[config.mk]
export PLATFORM = sky130hd
export DESIGN_NAME = unsigned_to_decimal_ascii_unit_flat
export DESIGN_NICKNAME = d
export VERILOG_FILES = /design/src/rtl/utda_pkg.sv /design/src/rtl/utda_if.sv /design/src/rtl/utda_dabble.sv /design/src/rtl/unsigned_to_decimal_ascii_unit.sv /design/src/flat_wrapper.sv
export SDC_FILE = /design/constraint.sdc
export NUM_CORES = 1
export LEC_CHECK = 0
export ABC_AREA = 1
export BUFFER_PORTS_ARGS = -buffer_cell sky130_fd_sc_hd__buf_4
export CELL_PAD_IN_SITES_DETAIL_PLACEMENT = 2
export CELL_PAD_IN_SITES_GLOBAL_PLACEMENT = 2
export CORE_MARGIN = 2
export CORE_UTILIZATION = 38
export DETAILED_ROUTE_END_ITERATION = 8
export PLACE_DENSITY = 0.85
export SYNTH_ARGS = -nofsm -noshare
export SYNTH_HDL_FRONTEND = slang
export SYNTH_SLANG_ARGS = --single-unit
[constraint.sdc]
create_clock -name clk_i -period 5.18 [get_ports clk_i]
set_clock_uncertainty 0.1 [all_clocks]
set_input_delay 0.777 -clock clk_i [delete_from_list [all_inputs] [get_ports clk_i]]
set_output_delay 0.777 -clock clk_i [all_outputs]
set_load 0.05 [all_outputs]
[src/rtl/utda_pkg.sv]
package utda_pkg;

  // Field widths of the input and result words.
  localparam int unsigned NUM_W    = 16;
  localparam int unsigned MINLEN_W = 4;
  localparam int unsigned FRAC_W   = 3;
  localparam int unsigned CHAR_W   = 8;
  localparam int unsigned POS_W    = 3;
  localparam int unsigned LEN_W    = 4;

  // Five BCD digits cover every 16-bit value.
  localparam int unsigned BCD_DIGITS = 5;
  localparam int unsigned BCD_W      = 4 * BCD_DIGITS;
  localparam int unsigned STEP_W     = $clog2(NUM_W + 1);

  localparam int unsigned MAX_LEN_DEF = 8;

  localparam logic [CHAR_W-1:0] ASCII_ZERO  = 8'd48;
  localparam logic [CHAR_W-1:0] ASCII_POINT = 8'd46;

  typedef logic [NUM_W-1:0] number_t;
  typedef logic [BCD_W-1:0] bcd_t;

  typedef enum logic [2:0] {
    ST_IDLE = 3'b001,
    ST_CONV = 3'b010,
    ST_EMIT = 3'b100
  } state_e;

  // Status of the shift-and-add-three converter.
  typedef struct packed {
    logic busy;
    logic done;
  } dabble_status_t;

endpackage

[src/rtl/utda_if.sv]
interface utda_in_if;
  import utda_pkg::*;

  logic                valid;
  logic                ready;
  logic [NUM_W-1:0]    number;
  logic [MINLEN_W-1:0] min_length;
  logic [FRAC_W-1:0]   fraction_digits;

  modport source (output valid, number, min_length, fraction_digits, input ready);
  modport sink   (input valid, number, min_length, fraction_digits, output ready);
endinterface

interface utda_out_if;
  import utda_pkg::*;

  logic              valid;
  logic              ready;
  logic [CHAR_W-1:0] character;
  logic [POS_W-1:0]  position;
  logic [LEN_W-1:0]  length;
  logic              last;

  modport source (output valid, character, position, length, last, input ready);
  modport sink   (input valid, character, position, length, last, output ready);
endinterface

[src/rtl/utda_dabble.sv]
module utda_dabble (
  input  logic                      clk_i,
  input  logic                      rst_ni,
  input  logic                      start_i,
  input  utda_pkg::number_t         number_i,
  output utda_pkg::dabble_status_t  status_o,
  output utda_pkg::bcd_t            bcd_o
);
  import utda_pkg::*;

  number_t           shift_q, shift_d;
  bcd_t              bcd_q, bcd_d;
  logic [STEP_W-1:0] cnt_q, cnt_d;
  bcd_t              adj;

  // One shift-and-add-three step per cycle, one input bit at a time.
  always_comb begin
    adj = bcd_q;
    for (int d = 0; d < BCD_DIGITS; d++) begin
      if (bcd_q[d*4 +: 4] >= 4'd5) begin
        adj[d*4 +: 4] = bcd_q[d*4 +: 4] + 4'd3;
      end
    end
    if (start_i) begin
      shift_d = number_i;
      bcd_d   = '0;
      cnt_d   = STEP_W'(NUM_W);
    end else if (cnt_q != '0) begin
      shift_d = {shift_q[NUM_W-2:0], 1'b0};
      bcd_d   = {adj[BCD_W-2:0], shift_q[NUM_W-1]};
      cnt_d   = cnt_q - 1'b1;
    end else begin
      shift_d = shift_q;
      bcd_d   = bcd_q;
      cnt_d   = cnt_q;
    end
  end

  always_ff @(posedge clk_i or negedge rst_ni) begin
    if (!rst_ni) begin
      cnt_q <= '0;
    end else begin
      cnt_q <= cnt_d;
    end
  end

  always_ff @(posedge clk_i) begin
    shift_q <= shift_d;
    bcd_q   <= bcd_d;
  end

  assign status_o.busy = (cnt_q != '0);
  assign status_o.done = (cnt_q == STEP_W'(1));
  assign bcd_o         = bcd_q;

endmodule

[src/rtl/unsigned_to_decimal_ascii_unit.sv]
// Unsigned binary to ASCII decimal text with zero padding and a decimal point.
//
// The input channel carries a word with a 16-bit number, a minimum field length
// and a count of fraction digits. The output channel returns the text one
// character per word, most significant first, with its position, the total
// length of the string and a flag on the final character.
//
// An accepted word is first converted to BCD by a shift-and-add-three unit that
// takes one input bit per cycle. The characters then follow at one per cycle
// while the receiver takes them, the first as soon as conversion has finished.
// The input channel is ready only while no item is in work; it is ready again
// in the cycle after the final character has been taken.
//
// When the receiver stalls, the current character is held unchanged and the
// sequence simply pauses. Reset returns the block to idle, ready for a word,
// with nothing valid on the output.
module unsigned_to_decimal_ascii_unit #(
  parameter int unsigned MAX_LEN = utda_pkg::MAX_LEN_DEF
) (
  input  logic       clk_i,
  input  logic       rst_ni,
  utda_in_if.sink    in_i,
  utda_out_if.source out_o
);
  import utda_pkg::*;

  // Counter width for lengths and positions; the sum width leaves room for
  // the uncapped length before saturation.
  localparam int unsigned LW = $clog2(MAX_LEN + 1);
  localparam int unsigned TW = LW + 1;

  state_e          state_q, state_d;
  logic [LW-1:0]   len_q, len_d;
  logic [LW-1:0]   pos_q, pos_d;
  logic [LW-1:0]   pointpos_q, pointpos_d;
  logic            has_point_q, has_point_d;

  dabble_status_t  cv_status;
  bcd_t            bcd;
  logic            start;

  logic [TW-1:0]   digits;
  logic [TW-1:0]   tlen;
  logic [TW-1:0]   nd_ext;
  logic [LW-1:0]   nd_lw;
  logic [LW-1:0]   rem;
  logic [LW-1:0]   dig_idx;
  logic [3:0]      dig;
  logic            is_point;
  logic            in_acc, out_acc;
  logic [LW+LEN_W-1:0] len_wide;

  assign in_acc  = in_i.valid && in_i.ready;
  assign out_acc = out_o.valid && out_o.ready;
  assign start   = in_acc;

  utda_dabble u_dabble (
    .clk_i    (clk_i),
    .rst_ni   (rst_ni),
    .start_i  (start),
    .number_i (in_i.number),
    .status_o (cv_status),
    .bcd_o    (bcd)
  );

  // String length from the incoming word: natural digit count, one more for
  // the point, raised to the minimum and to room for a leading digit, capped.
  always_comb begin
    nd_ext = TW'(in_i.fraction_digits);
    nd_lw  = LW'(in_i.fraction_digits);
    digits = TW'(1);
    if (in_i.number >= NUM_W'(10))    digits = digits + 1'b1;
    if (in_i.number >= NUM_W'(100))   digits = digits + 1'b1;
    if (in_i.number >= NUM_W'(1000))  digits = digits + 1'b1;
    if (in_i.number >= NUM_W'(10000)) digits = digits + 1'b1;
    tlen = digits + ((nd_ext != '0) ? TW'(1) : TW'(0));
    if (tlen < TW'(in_i.min_length)) begin
      tlen = TW'(in_i.min_length);
    end
    if ((nd_ext != '0) && (tlen < nd_ext + TW'(2))) begin
      tlen = nd_ext + TW'(2);
    end
    if (tlen > TW'(MAX_LEN)) begin
      tlen = TW'(MAX_LEN);
    end
  end

  // Next-state logic of the sequencer.
  always_comb begin
    state_d     = state_q;
    len_d       = len_q;
    pos_d       = pos_q;
    pointpos_d  = pointpos_q;
    has_point_d = has_point_q;
    unique case (state_q)
      ST_IDLE: begin
        if (in_acc) begin
          len_d       = tlen[LW-1:0];
          pos_d       = '0;
          has_point_d = (nd_lw != '0) && (tlen[LW-1:0] > nd_lw);
          pointpos_d  = tlen[LW-1:0] - nd_lw - LW'(1);
          state_d     = ST_CONV;
        end
      end
      ST_CONV: begin
        if (cv_status.done) begin
          state_d = ST_EMIT;
        end
      end
      ST_EMIT: begin
        if (out_acc) begin
          if (out_o.last) begin
            state_d = ST_IDLE;
          end else begin
            pos_d = pos_q + 1'b1;
          end
        end
      end
      default: state_d = ST_IDLE;
    endcase
  end

  always_ff @(posedge clk_i or negedge rst_ni) begin
    if (!rst_ni) begin
      state_q <= ST_IDLE;
      pos_q   <= '0;
    end else begin
      state_q <= state_d;
      pos_q   <= pos_d;
    end
  end

  always_ff @(posedge clk_i) begin
    len_q       <= len_d;
    pointpos_q  <= pointpos_d;
    has_point_q <= has_point_d;
  end

  // Digit selection: count the digit places to the right of this position,
  // skipping the point when it lies to the right.
  always_comb begin
    is_point = has_point_q && (pos_q == pointpos_q);
    rem      = len_q - LW'(1) - pos_q;
    dig_idx  = rem - ((has_point_q && (pos_q < pointpos_q)) ? LW'(1) : LW'(0));
    dig      = 4'd0;
    for (int d = 0; d < BCD_DIGITS; d++) begin
      if (dig_idx == LW'(d)) begin
        dig = bcd[d*4 +: 4];
      end
    end
  end

  assign len_wide = {{LEN_W{1'b0}}, len_q};

  assign in_i.ready      = (state_q == ST_IDLE);
  assign out_o.valid     = (state_q == ST_EMIT);
  assign out_o.character = is_point ? ASCII_POINT : (ASCII_ZERO + {4'b0000, dig});
  assign out_o.position  = pos_q[POS_W-1:0];
  assign out_o.length    = len_wide[LEN_W-1:0];
  assign out_o.last      = (pos_q == len_q - LW'(1));

  // The input side is never open while a character is on offer.
  assert property (@(posedge clk_i) disable iff (!rst_ni)
    !(in_i.ready && out_o.valid))
    else $error("input ready while a character is pending");

  // The final character sits at the last position of the string.
  assert property (@(posedge clk_i) disable iff (!rst_ni)
    (out_o.valid && out_o.last) |-> (out_o.position == 3'(out_o.length - 4'd1)))
    else $error("last flag away from the final position");

  // Taking the final character frees the block for the next word.
  assert property (@(posedge clk_i) disable iff (!rst_ni)
    (out_o.valid && out_o.ready && out_o.last) |=> in_i.ready)
    else $error("block not ready after the final character");

  // The converter finishes only while the sequencer waits for it.
  assert property (@(posedge clk_i) disable iff (!rst_ni)
    cv_status.done |-> (state_q == ST_CONV))
    else $error("conversion finished outside the conversion phase");

endmodule
[src/flat_wrapper.sv]
// flat-port wrapper written by rule: the top's interface ports become plain ports
module unsigned_to_decimal_ascii_unit_flat import utda_pkg::*;
#(
  parameter int unsigned MAX_LEN = utda_pkg::MAX_LEN_DEF
)
  (clk_i, rst_ni, in_i_valid, in_i_number, in_i_min_length, in_i_fraction_digits, in_i_ready, out_o_valid, out_o_character, out_o_position, out_o_length, out_o_last, out_o_ready);
  utda_in_if in_i_i ();
  utda_out_if out_o_i ();
  input  logic clk_i;
  input  logic rst_ni;
  input wire logic [$bits(in_i_i.valid)-1:0] in_i_valid;
  input wire logic [$bits(in_i_i.number)-1:0] in_i_number;
  input wire logic [$bits(in_i_i.min_length)-1:0] in_i_min_length;
  input wire logic [$bits(in_i_i.fraction_digits)-1:0] in_i_fraction_digits;
  output wire logic [$bits(in_i_i.ready)-1:0] in_i_ready;
  output wire logic [$bits(out_o_i.valid)-1:0] out_o_valid;
  output wire logic [$bits(out_o_i.character)-1:0] out_o_character;
  output wire logic [$bits(out_o_i.position)-1:0] out_o_position;
  output wire logic [$bits(out_o_i.length)-1:0] out_o_length;
  output wire logic [$bits(out_o_i.last)-1:0] out_o_last;
  input wire logic [$bits(out_o_i.ready)-1:0] out_o_ready;
  assign in_i_i.valid = in_i_valid;
  assign in_i_i.number = in_i_number;
  assign in_i_i.min_length = in_i_min_length;
  assign in_i_i.fraction_digits = in_i_fraction_digits;
  assign in_i_ready = in_i_i.ready;
  assign out_o_valid = out_o_i.valid;
  assign out_o_character = out_o_i.character;
  assign out_o_position = out_o_i.position;
  assign out_o_length = out_o_i.length;
  assign out_o_last = out_o_i.last;
  assign out_o_i.ready = out_o_ready;
  unsigned_to_decimal_ascii_unit #(.MAX_LEN(MAX_LEN)) u_core (.clk_i(clk_i), .rst_ni(rst_ni), .in_i(in_i_i), .out_o(out_o_i));
endmodule
==> flow_summary.json, run 1 <==
{
  "place_area_um2": 4830,
  "wire_per_inst_um": 31.6,
  "worstSetupPathType": "in2reg",
  "critPathMaxFanout": 7,
  "synth_flop_cell": "edfxtp_1",
  "finalMaxSlewViolations": 0,
  "yosysWarningCount": 0,
  "routed_wl_um": 23700,
  "tightest_slew_ps": 1280,
  "synth.yosys.seq_area_share_pct": 36.8,
  "die_h_um": 106,
  "min_period_ps": 6170,
  "synth_simple_gate_area_share_pct": 19.1,
  "ir_drop_mv": 0.321,
  "path_clk_slew_ps": 90,
  "synth_cell_types": 47,
  "grt_antenna_before_repair": 0,
  "grt_overflow_total": 0,
  "grt_usage_pct": 37.4,
  "p_leak_nw": 2.67,
  "final_cell_mix": "buf_4 (106), nand2_1 (82), inv_1 (75)",
  "status": "finished with violations",
  "drive_above_1_share_pct": 34.4,
  "viasPerCell": 6.05,
  "syn_area_um2": 3950,
  "grt_pass1_vias": 5021,
  "final_hold_viol_count": 0,
  "crit_path_frequent_cell": "ha_4",
  "dpl.cell_count": 710,
  "crit_slowest_cell": "fa_1",
  "initial_core_util_pct": 38.6,
  "violations": "negative setup slack",
  "gp_congestion": 0.794,
  "setup_viol": 9,
  "whs_ps": 153,
  "crit_path_start_kind": "primary input",
  "tritoncts": "yes",
  "grt_max_degree": 32,
  "dr.pass1.iters": 9,
  "clockBufferDepth": 2,
  "h-tree-depth": 3,
  "synth_compound_area_share_pct": 16.1,
  "fin_crit_sh_pct": 119,
  "synth_area_per_cell_um2": 8.03,
  "synth_fa_ha_area_share_pct": 13.7,
  "synth_top_family_by_area": "simple AND/OR/NAND/NOR gates",
  "r2r_cells": 8,
  "slew_headroom_pct": 14.4,
  "die_x_um": 106,
  "ant_nets": 0,
  "fin_tns_setup_ps": -4350,
  "n_antenna_cell": 0,
  "first_iter_violations": 408,
  "syn_inst": 492,
  "ys_ff_latch": 57,
  "nNetsFinal": 677,
  "max_cap_violations": 0,
  "via_count": 4534,
  "drc": 0,
  "slowest_delay_ps": 460,
  "synthMuxAreaShare_pct": 0,
  "async_flop_share_pct": 21.1,
  "dp_hpwl_um": 10400,
  "layout_setup_ws_ps": -986,
  "critPathRequiredTime_ps": 5200,
  "critPathArrivalTime_ps": 6190,
  "rsz0062_at_grt": "true",
  "reg2reg_to": "u_core.u_dabble.bcd_o[6]$_SDFFE_PP0P_",
  "worstSkewPairLatency_ps": 370,
  "layout_commonest_cell": "buf_4",
  "coreArea_um2": 10200,
  "rows": 37,
  "p_total_mw": 3.39,
  "dieArea_um2": 11200,
  "synth_xor_area_share_pct": 3.77,
  "cts_buffers": 9,
  "final_cells": 750,
  "synth_edf_count": 25,
  "fmax_ghz": 0.162,
  "crit_path_end_kind": "flip-flop",
  "hold_path.class": "in2async",
  "power_density_nw_per_um2": 612,
  "grt_pass1_wl_um": 31000,
  "area_delta_synth_final_pct": 40.3,
  "pin_count": 45,
  "cts_num_sinks": 57,
  "r2r-start": "u_core.state_q[1]$_DFFE_PN0P_",
  "portBuffers": 41,
  "cts-root-buf": "clkbuf_8",
  "post-route-cell-area_um2": 5540,
  "rrSetupSlack_ps": 1560
}
## sequential cells by signal, indices dropped and copies added, names as in the netlist
signal / flops
u_core.u_dabble.bcd_o: 20
u_core.u_dabble.shift_q: 16
u_core.u_dabble.cnt_q: 5
u_core.out_o.length: 4
u_core.pointpos_q: 4
u_core.pos_q: 4
u_core.state_q: 3
u_core.has_point_q: 1
## area by class of cell
| class | instances | area (µm²) |
|---|---|---|
| well taps | 136 | 170 |
| fillers | 1128 | 4690 |
| repair buffers | 117 | 927 |
| clock buffers | 16 | 223 |
| multi-input cells | 333 | 2410 |
| flip-flops and latches | 57 | 1450 |
| inverters | 91 | 357 |
## critical path, delay by kind of cell
family                   cells  cell delay [ps]
AND/OR/NAND/NOR             15             1750
adder cells (fa/ha/maj)      6             1570
XOR/XNOR                     2              330
buffers and inverters        7              600
AO/OA/AOI/OAI                7             1120
## metrics by stage
stage                     utilization, %  setup WS, ps
final                               54.2          -986
after global routing                54.2         -1200
after CTS                           52.3          -556
after detailed placement            47.3         -1310
after global placement              47.3          -646
after floorplan                        -          -378
## cell families after synthesis
group                    count (synthesis)
AO/OA/AOI/OAI                          102
XOR/XNOR                                17
adder cells (fa/ha/maj)                 41
buffers and inverters                  103
flip-flops                              57
other                                    2
AND/OR/NAND/NOR                        170
## synth_stat cells, types with 5 or more instances
| master | count | share of area [%] |
|---|---|---|
| xor2_1 | 9 | 2.0 |
| nand3_1 | 18 | 2.3 |
| o22ai_1 | 14 | 2.2 |
| nor2_1 | 34 | 3.2 |
| dfxtp_1 | 20 | 10 |
| o21ai_0 | 39 | 4.9 |
| dfrtp_1 | 11 | 7.0 |
| ha_1 | 37 | 12 |
| nand4_1 | 5 | 0.79 |
| nand2_1 | 96 | 9.1 |
| buf_4 | 6 | 1.1 |
| edfxtp_1 | 25 | 19 |
| xnor2_1 | 8 | 1.8 |
| o211ai_1 | 7 | 1.3 |
| inv_1 | 86 | 8.2 |
| a21oi_1 | 17 | 2.2 |
## worst max-delay path by stage
stage / startpoint / end / slack, ps / cells past startpoint
after detailed placement: in_i_number[10] / u_core.has_point_q$_DFFE_PP_ / -1310 / 37
after CTS: in_i_number[10] / u_core.has_point_q$_DFFE_PP_ / -560 / 37
final: in_i_number[13] / u_core.has_point_q$_DFFE_PP_ / -990 / 37
after floorplan: in_i_number[11] / u_core.has_point_q$_DFFE_PP_ / -380 / 36
after global placement: in_i_number[11] / u_core.has_point_q$_DFFE_PP_ / -650 / 36
after global routing: in_i_number[13] / u_core.has_point_q$_DFFE_PP_ / -1200 / 38
## what timing repair did
action,4_1_cts,5_1_grt
pin swaps,36,29
hold buffers,0,0
hold endpoints to repair,0,0
gates resized for setup,47,31
buffers inserted,16,8
setup endpoints to repair,9,13
## report_power, final
group	internal (mW)	switching, mW
clock network	0.273	0.238
logic	0.598	1.38
registers	0.702	0.203
## metal layers
layer	global-route usage [%]	wire length [µm]	vias up
met5	0	0	-
met2	69.3	12000	298
met4	25.8	1970	0
met3	5.95	1620	140
met1	38.4	8140	2233
li1	-	-	1863
No activity file was read; power rests on OpenSTA's default activity.
==> run 2, diff against run 1 <==
--- a/config.mk
+++ b/config.mk
@@ -9,10 +9,10 @@
 export BUFFER_PORTS_ARGS = -buffer_cell sky130_fd_sc_hd__buf_4
 export CELL_PAD_IN_SITES_DETAIL_PLACEMENT = 2
 export CELL_PAD_IN_SITES_GLOBAL_PLACEMENT = 2
-export CORE_MARGIN = 2
-export CORE_UTILIZATION = 38
+export CORE_MARGIN = 1.5
+export CORE_UTILIZATION = 35
 export DETAILED_ROUTE_END_ITERATION = 8
-export PLACE_DENSITY = 0.85
+export PLACE_DENSITY = 0.79
 export SYNTH_ARGS = -nofsm -noshare
 export SYNTH_HDL_FRONTEND = slang
 export SYNTH_SLANG_ARGS = --single-unit
==> constraint.sdc (replaced) <==
create_clock -name clk_i -period 7 [get_ports clk_i]
set_clock_uncertainty 0.1 [all_clocks]
set_input_delay 1.05 -clock clk_i [delete_from_list [all_inputs] [get_ports clk_i]]
set_output_delay 1.05 -clock clk_i [all_outputs]
set_load 0.05 [all_outputs]
==> run 2 against run 1 <==
  * The run now ends clean
  * Global-route usage decreased by 16 points
  * Die area grew 6.3%
  * Clock-buffer cell count down 6
  * First-iteration DRC count fell by 76%
  * Final area shrank 15%
  * Via count is 23% lower
  * Final cell count down 9.3%
  * Worst setup slack better by 1500 ps
  * Worst hold slack gained 200 ps
  * Combinational power decreased by 48%
  * Highest routed layer unchanged
==> flow_summary.json, run 2 (synthesis results as in run 1) <==
{
  "grt_pass1_vias": 3958,
  "area_delta_synth_final_pct": 18.7,
  "fmax_ghz": 0.153,
  "slowest_delay_ps": 450,
  "layout_setup_ws_ps": 480,
  "crit_path_end_kind": "flip-flop",
  "rows": 38,
  "ant_nets": 0,
  "grt_max_degree": 32,
  "slew_headroom_pct": 20.5,
  "first_iter_violations": 99,
  "pin_count": 45,
  "coreArea_um2": 10900,
  "path_clk_slew_ps": 50,
  "tritoncts": "yes",
  "whs_ps": 354,
  "initial_core_util_pct": 36.1,
  "cts_num_sinks": 57,
  "worstSkewPairLatency_ps": 330,
  "tightest_slew_ps": 1190,
  "status": "completed",
  "gp_congestion": 0.799,
  "ctsResizeCount": 0,
  "grt_usage_pct": 21.1,
  "dr.pass1.iters": 4,
  "ir_drop_mv": 0.303,
  "critPathArrivalTime_ps": 6510,
  "crit_slowest_cell": "fa_1",
  "min_period_ps": 6520,
  "critPathMaxFanout": 7,
  "worstSetupPathType": "in2reg",
  "grt_pass1_wl_um": 19200,
  "final_hold_viol_count": 0,
  "die_x_um": 109,
  "largest_reg_flops": 20,
  "cts-root-buf": "clkbuf_16",
  "nNetsFinal": 603,
  "cts_setup_buffers": 0,
  "fin_crit_sh_pct": 93.1,
  "routed_wl_um": 11600,
  "hold_buffers": 0,
  "dpl.cell_count": 664,
  "critPathRequiredTime_ps": 6990,
  "cts_buffers": 9,
  "clockBufferDepth": 2,
  "portBuffers": 41,
  "finalMaxSlewViolations": 0,
  "final_cells": 680,
  "n_antenna_cell": 0,
  "drive_above_1_share_pct": 15.0,
  "via_count": 3498,
  "viasPerCell": 5.14,
  "layout_commonest_cell": "nand2_1",
  "power_density_nw_per_um2": 441,
  "h-tree-depth": 3,
  "final_cell_mix": "nand2_1 (96), inv_1 (86), buf_4 (43)",
  "dieArea_um2": 11900,
  "grt_overflow_total": 0,
  "max_cap_violations": 0,
  "grt_antenna_before_repair": 0,
  "dp_slack_ps": -127,
  "die_h_um": 109,
  "setup_viol": 0,
  "p_leak_nw": 2.28,
  "rsz0062_at_grt": "false",
  "crit_path_start_kind": "primary input",
  "wire_per_inst_um": 17.0,
  "hold_path.class": "reg2reg",
  "drc": 0,
  "dp_hpwl_um": 8950
}
[run 2: changes by cell type in the layout (fill, tap and decap cells not counted), sizes merged]
cell,delta
buf,-74
bufinv,+1
clkbuf,-6
clkinv,+3
clkinvlp,+2
[run 2: stage by stage]
step	cell area (µm²)	utilization (%)	total power, mW	TNS (ps)
2_1_floorplan	3960	-	1.32	0
3_3_place_gp	4390	40.1	1.55	0
3_5_place_dp	4390	40.1	1.63	-249
4_1_cts	4680	42.8	2.10	0
5_1_grt	4690	42.9	2.24	0
6_report	4690	42.9	2.07	0
[run 2: report_power, final]
part,total (mW),internal (mW),switching [mW]
clock,0.435,0.282,0.153
sequential,0.617,0.519,0.0979
combinational,1.02,0.336,0.683
[run 2: path summary, 6_finish.rpt]
path                                                  startpoint                                    end  slack (ps)  cells after the start
setup / recovery                                 in_i_number[10]           u_core.has_point_q$_DFFE_PP_         480                     36
hold / removal             u_core.u_dabble.shift_q[15]$_DFFE_PP_  u_core.u_dabble.bcd_o[0]$_SDFFE_PP0P_         350                      2
setup reg to reg                   u_core.state_q[0]$_DFFE_PN1P_  u_core.u_dabble.shift_q[13]$_DFFE_PP_        3520                      7
hold reg to reg            u_core.u_dabble.shift_q[15]$_DFFE_PP_  u_core.u_dabble.bcd_o[0]$_SDFFE_PP0P_         350                      2
max in group asynchronous                                 rst_ni          u_core.state_q[0]$_DFFE_PN1P_        6100                      1
min in group asynchronous                                 rst_ni          u_core.state_q[1]$_DFFE_PN0P_         470                      1
[run 2: critical path: cells and delay by family]
family                   cells  cell delay [ps]
buffers and inverters        8              710
adder cells (fa/ha/maj)      6             1740
AND/OR/NAND/NOR             13             1430
XOR/XNOR                     2              380
AO/OA/AOI/OAI                7             1190
[run 2: cell type report]
class	instances	area, µm²
fillers	1267	6240
multi-input cells	333	2100
flip-flops and latches	57	1450
inverters	91	342
repair buffers	43	323
clock buffers	10	239
well taps	140	175
clock inverters	6	57.6
[run 2: layer usage]
metal / global-route usage [%] / wire length (µm) / vias up
li1: - / - / 1716
met1: 23.7 / 4960 / 1715
met2: 39.8 / 6060 / 52
met3: 4.12 / 358 / 15
met4: 6.22 / 184 / 0
met5: 0 / 0 / -
==> run 3, diff against run 2 <==
--- a/config.mk
+++ b/config.mk
@@ -5,12 +5,11 @@
 export SDC_FILE = /design/constraint.sdc
 export NUM_CORES = 1
 export LEC_CHECK = 0
-export ABC_AREA = 1
 export BUFFER_PORTS_ARGS = -buffer_cell sky130_fd_sc_hd__buf_4
 export CELL_PAD_IN_SITES_DETAIL_PLACEMENT = 2
 export CELL_PAD_IN_SITES_GLOBAL_PLACEMENT = 2
 export CORE_MARGIN = 1.5
-export CORE_UTILIZATION = 35
+export CORE_UTILIZATION = 37
 export DETAILED_ROUTE_END_ITERATION = 8
 export PLACE_DENSITY = 0.79
 export SYNTH_ARGS = -nofsm -noshare
==> run 3 against run 2 <==
  * Sequential power grew 3%
  * Die area shrank 4.9%
  * Largest cell class unchanged
  * Final area grew 3.1%
  * Clock-buffer cell count grew 1
  * Maximum frequency shrank 6.1%
==> flow_summary.json, run 3 <==
{
  "p_switching_mw": 0.744,
  "ir_drop_mv": 0.162,
  "rrSetupSlack_ps": 3820,
  "synth_flop_cell": "edfxtp_1",
  "grt_antenna_before_repair": 0,
  "fin_crit_sh_pct": 99.2,
  "cts-root-buf": "clkbuf_8",
  "cts_buffers": 9,
  "h-tree-depth": 3,
  "synth_compound_area_share_pct": 13.6,
  "syn_inst": 419,
  "hold_path.class": "reg2reg",
  "synth_cell_types": 54,
  "die_h_um": 107,
  "path_clk_slew_ps": 60,
  "dpl.cell_count": 599,
  "final_cell_mix": "buf_4 (67), nand2_1 (41), inv_1 (36)",
  "synth.yosys.seq_area_share_pct": 36.6,
  "tritoncts": "yes",
  "status": "completed",
  "hold_buffers": 0,
  "p_total_mw": 1.80,
  "p_int_mw": 1.06,
  "final_cells": 622,
  "grt_pass1_wl_um": 18400,
  "cpLargestDelayFamily": "adder cells",
  "via_count": 3293,
  "slew_headroom_pct": 47.7,
  "max_cap_violations": 0,
  "finalMaxSlewViolations": 0,
  "setup_viol": 0,
  "place_area_um2": 4510,
  "syn_area_um2": 3970,
  "dr.pass1.iters": 4,
  "grt_pass1_vias": 3634,
  "initial_core_util_pct": 38.3,
  "min_period_ps": 6950,
  "crit_path_start_kind": "primary input",
  "post-route-cell-area_um2": 4840,
  "layout_setup_ws_ps": 54.7,
  "fin_util_pct": 46.6,
  "worstSetupPathType": "in2reg",
  "critPathBufInv": 5,
  "sequentialPowerShare_pct": 35.2,
  "grt_overflow_total": 0,
  "final_hold_viol_count": 0,
  "synth_top_area_cell": "edfxtp_1",
  "die_x_um": 107,
  "async_flop_share_pct": 21.1,
  "portBuffers": 41,
  "yosys-top-cells-area": "edfxtp_1 (19%), ha_1 (12%), dfxtp_1 (10%), dfrtp_1 (6.9%), mux2_2 (4.8%)",
  "dp_hpwl_um": 8110,
  "crit_path_end_kind": "flip-flop",
  "synth_edf_count": 25,
  "slowest_delay_ps": 510,
  "nNetsFinal": 549,
  "power_density_nw_per_um2": 372,
  "critPathRequiredTime_ps": 6990,
  "fmax_ghz": 0.144,
  "yosysWarningCount": 0,
  "ant_nets": 0,
  "critPathArrivalTime_ps": 6930,
  "synth_simple_gate_area_share_pct": 17.4,
  "synthMuxAreaShare_pct": 8.10,
  "rows": 37,
  "grt_max_degree": 34,
  "pwr-share-clk_pct": 16.5,
  "synth.top_cell.area_share_pct": 18.9,
  "n_antenna_cell": 0,
  "dp_slack_ps": -510,
  "crit_slowest_cell": "fa_2",
  "synth_fa_ha_area_share_pct": 13.7,
  "layout_commonest_cell": "buf_4",
  "dieArea_um2": 11400,
  "area_delta_synth_final_pct": 21.8,
  "critPathMaxFanout": 6,
  "drive_above_1_share_pct": 27.0,
  "cts_num_sinks": 57,
  "drc": 0,
  "pin_count": 45,
  "coreArea_um2": 10400,
  "worstSkewPairLatency_ps": 340,
  "synth_top_family_by_area": "simple AND/OR/NAND/NOR gates",
  "gp_congestion": 0.887,
  "combPwrFrac_pct": 48.3,
  "yosysMostFrequentCell": "nand2_1",
  "first_iter_violations": 95,
  "viasPerCell": 5.29,
  "ys_ff_latch": 57,
  "p_sw_share_pct": 41.3,
  "nFillCells": 1131,
  "p_leak_nw": 2.08,
  "synth_area_per_cell_um2": 9.47,
  "clockBufferDepth": 2,
  "largest_reg_flops": 20,
  "synth_xor_area_share_pct": 4.63,
  "grt_usage_pct": 20.9,
  "wire_per_inst_um": 18.7,
  "tightest_slew_ps": 784,
  "synthTopCellsByCount": "nand2_1 (41), ha_1 (37), inv_1 (37)",
  "routed_wl_um": 11600
}
run 3: cell types whose count changed in the layout (fill, tap and decap cells not counted), sizes merged, moves of 16 or more:
cell   change
inv       -52
a21oi     +16
buf       +24
nand2     -61
mux2      +17
o21ai     -17
run 3: cell type report:
class	count	area, µm²	share of cell area [%]
clock inverters	5	46.3	0.957
multi-input cells	308	2390	49.4
repair buffers	67	503	10.4
clock buffers	11	131	2.72
inverters	38	143	2.95
flip-flops and latches	57	1450	30.0
well taps	136	170	3.52
run 3: stage by stage:
| stage | TNS [ps] | hold WS [ps] |
|---|---|---|
| after detailed placement | -1920 | 405 |
| after global routing | -271 | 423 |
| after CTS | 0 | 416 |
| final | 0 | 414 |
| after floorplan | 0 | 358 |
| after global placement | 0 | 376 |
run 3: worst reg2reg max path, delay by kind of cell, from the launching register on:
kind / cells / cell delay [ps]
buffers and inverters: 1 / 470
DFF: 1 / 610
and+or+nand+nor: 3 / 1620
run 3: final timing paths:
kind / start / endpoint / depth (start not counted)
setup / recovery: in_i_number[10] / u_core.pointpos_q[2]$_DFFE_PP_ / 27
hold / removal: u_core.u_dabble.bcd_o[17]$_SDFFE_PP0P_ / u_core.u_dabble.bcd_o[17]$_SDFFE_PP0P_ / 2
setup reg to reg: u_core.state_q[0]$_DFFE_PN1P_ / u_core.u_dabble.shift_q[7]$_DFFE_PP_ / 4
hold reg to reg: u_core.u_dabble.bcd_o[17]$_SDFFE_PP0P_ / u_core.u_dabble.bcd_o[17]$_SDFFE_PP0P_ / 2
max in group asynchronous: rst_ni / u_core.state_q[0]$_DFFE_PN1P_ / 1
min in group asynchronous: rst_ni / u_core.u_dabble.cnt_q[4]$_DFFE_PN0P_ / 1
run 3: cell families (layout without fill, tap and decap cells):
logic type	count (synthesis)	after routing
AO/OA/AOI/OAI	85	85
flip-flops	57	57
AND/OR/NAND/NOR	133	133
XOR/XNOR	21	21
adder cells (fa/ha/maj)	41	41
other	2	3
multiplexers	25	25
buffers and inverters	55	121
run 3: power by group through the flow:
stage,logic (mW),registers (mW),clock network (mW)
2_1_floorplan,0.632,0.611,0
3_3_place_gp,0.806,0.627,0
3_5_place_dp,0.857,0.637,0
4_1_cts,0.873,0.634,0.309
5_1_grt,0.976,0.653,0.322
6_report,0.870,0.634,0.297
run 3: per-layer routing:
metal / track usage [%] / wire length (µm) / vias up
met4: 5.81 / 220 / 0
met1: 24.6 / 4990 / 1641
met2: 38.4 / 6140 / 54
met3: 4.32 / 266 / 18
met5: 0 / 0 / -
li1: - / - / 1580
run 3: repair_timing:
item,in CTS,in global routing
setup endpoints to repair,4,5
setup buffers,2,5
pin swaps,3,7
gates resized for setup,8,15
cloned,0,0
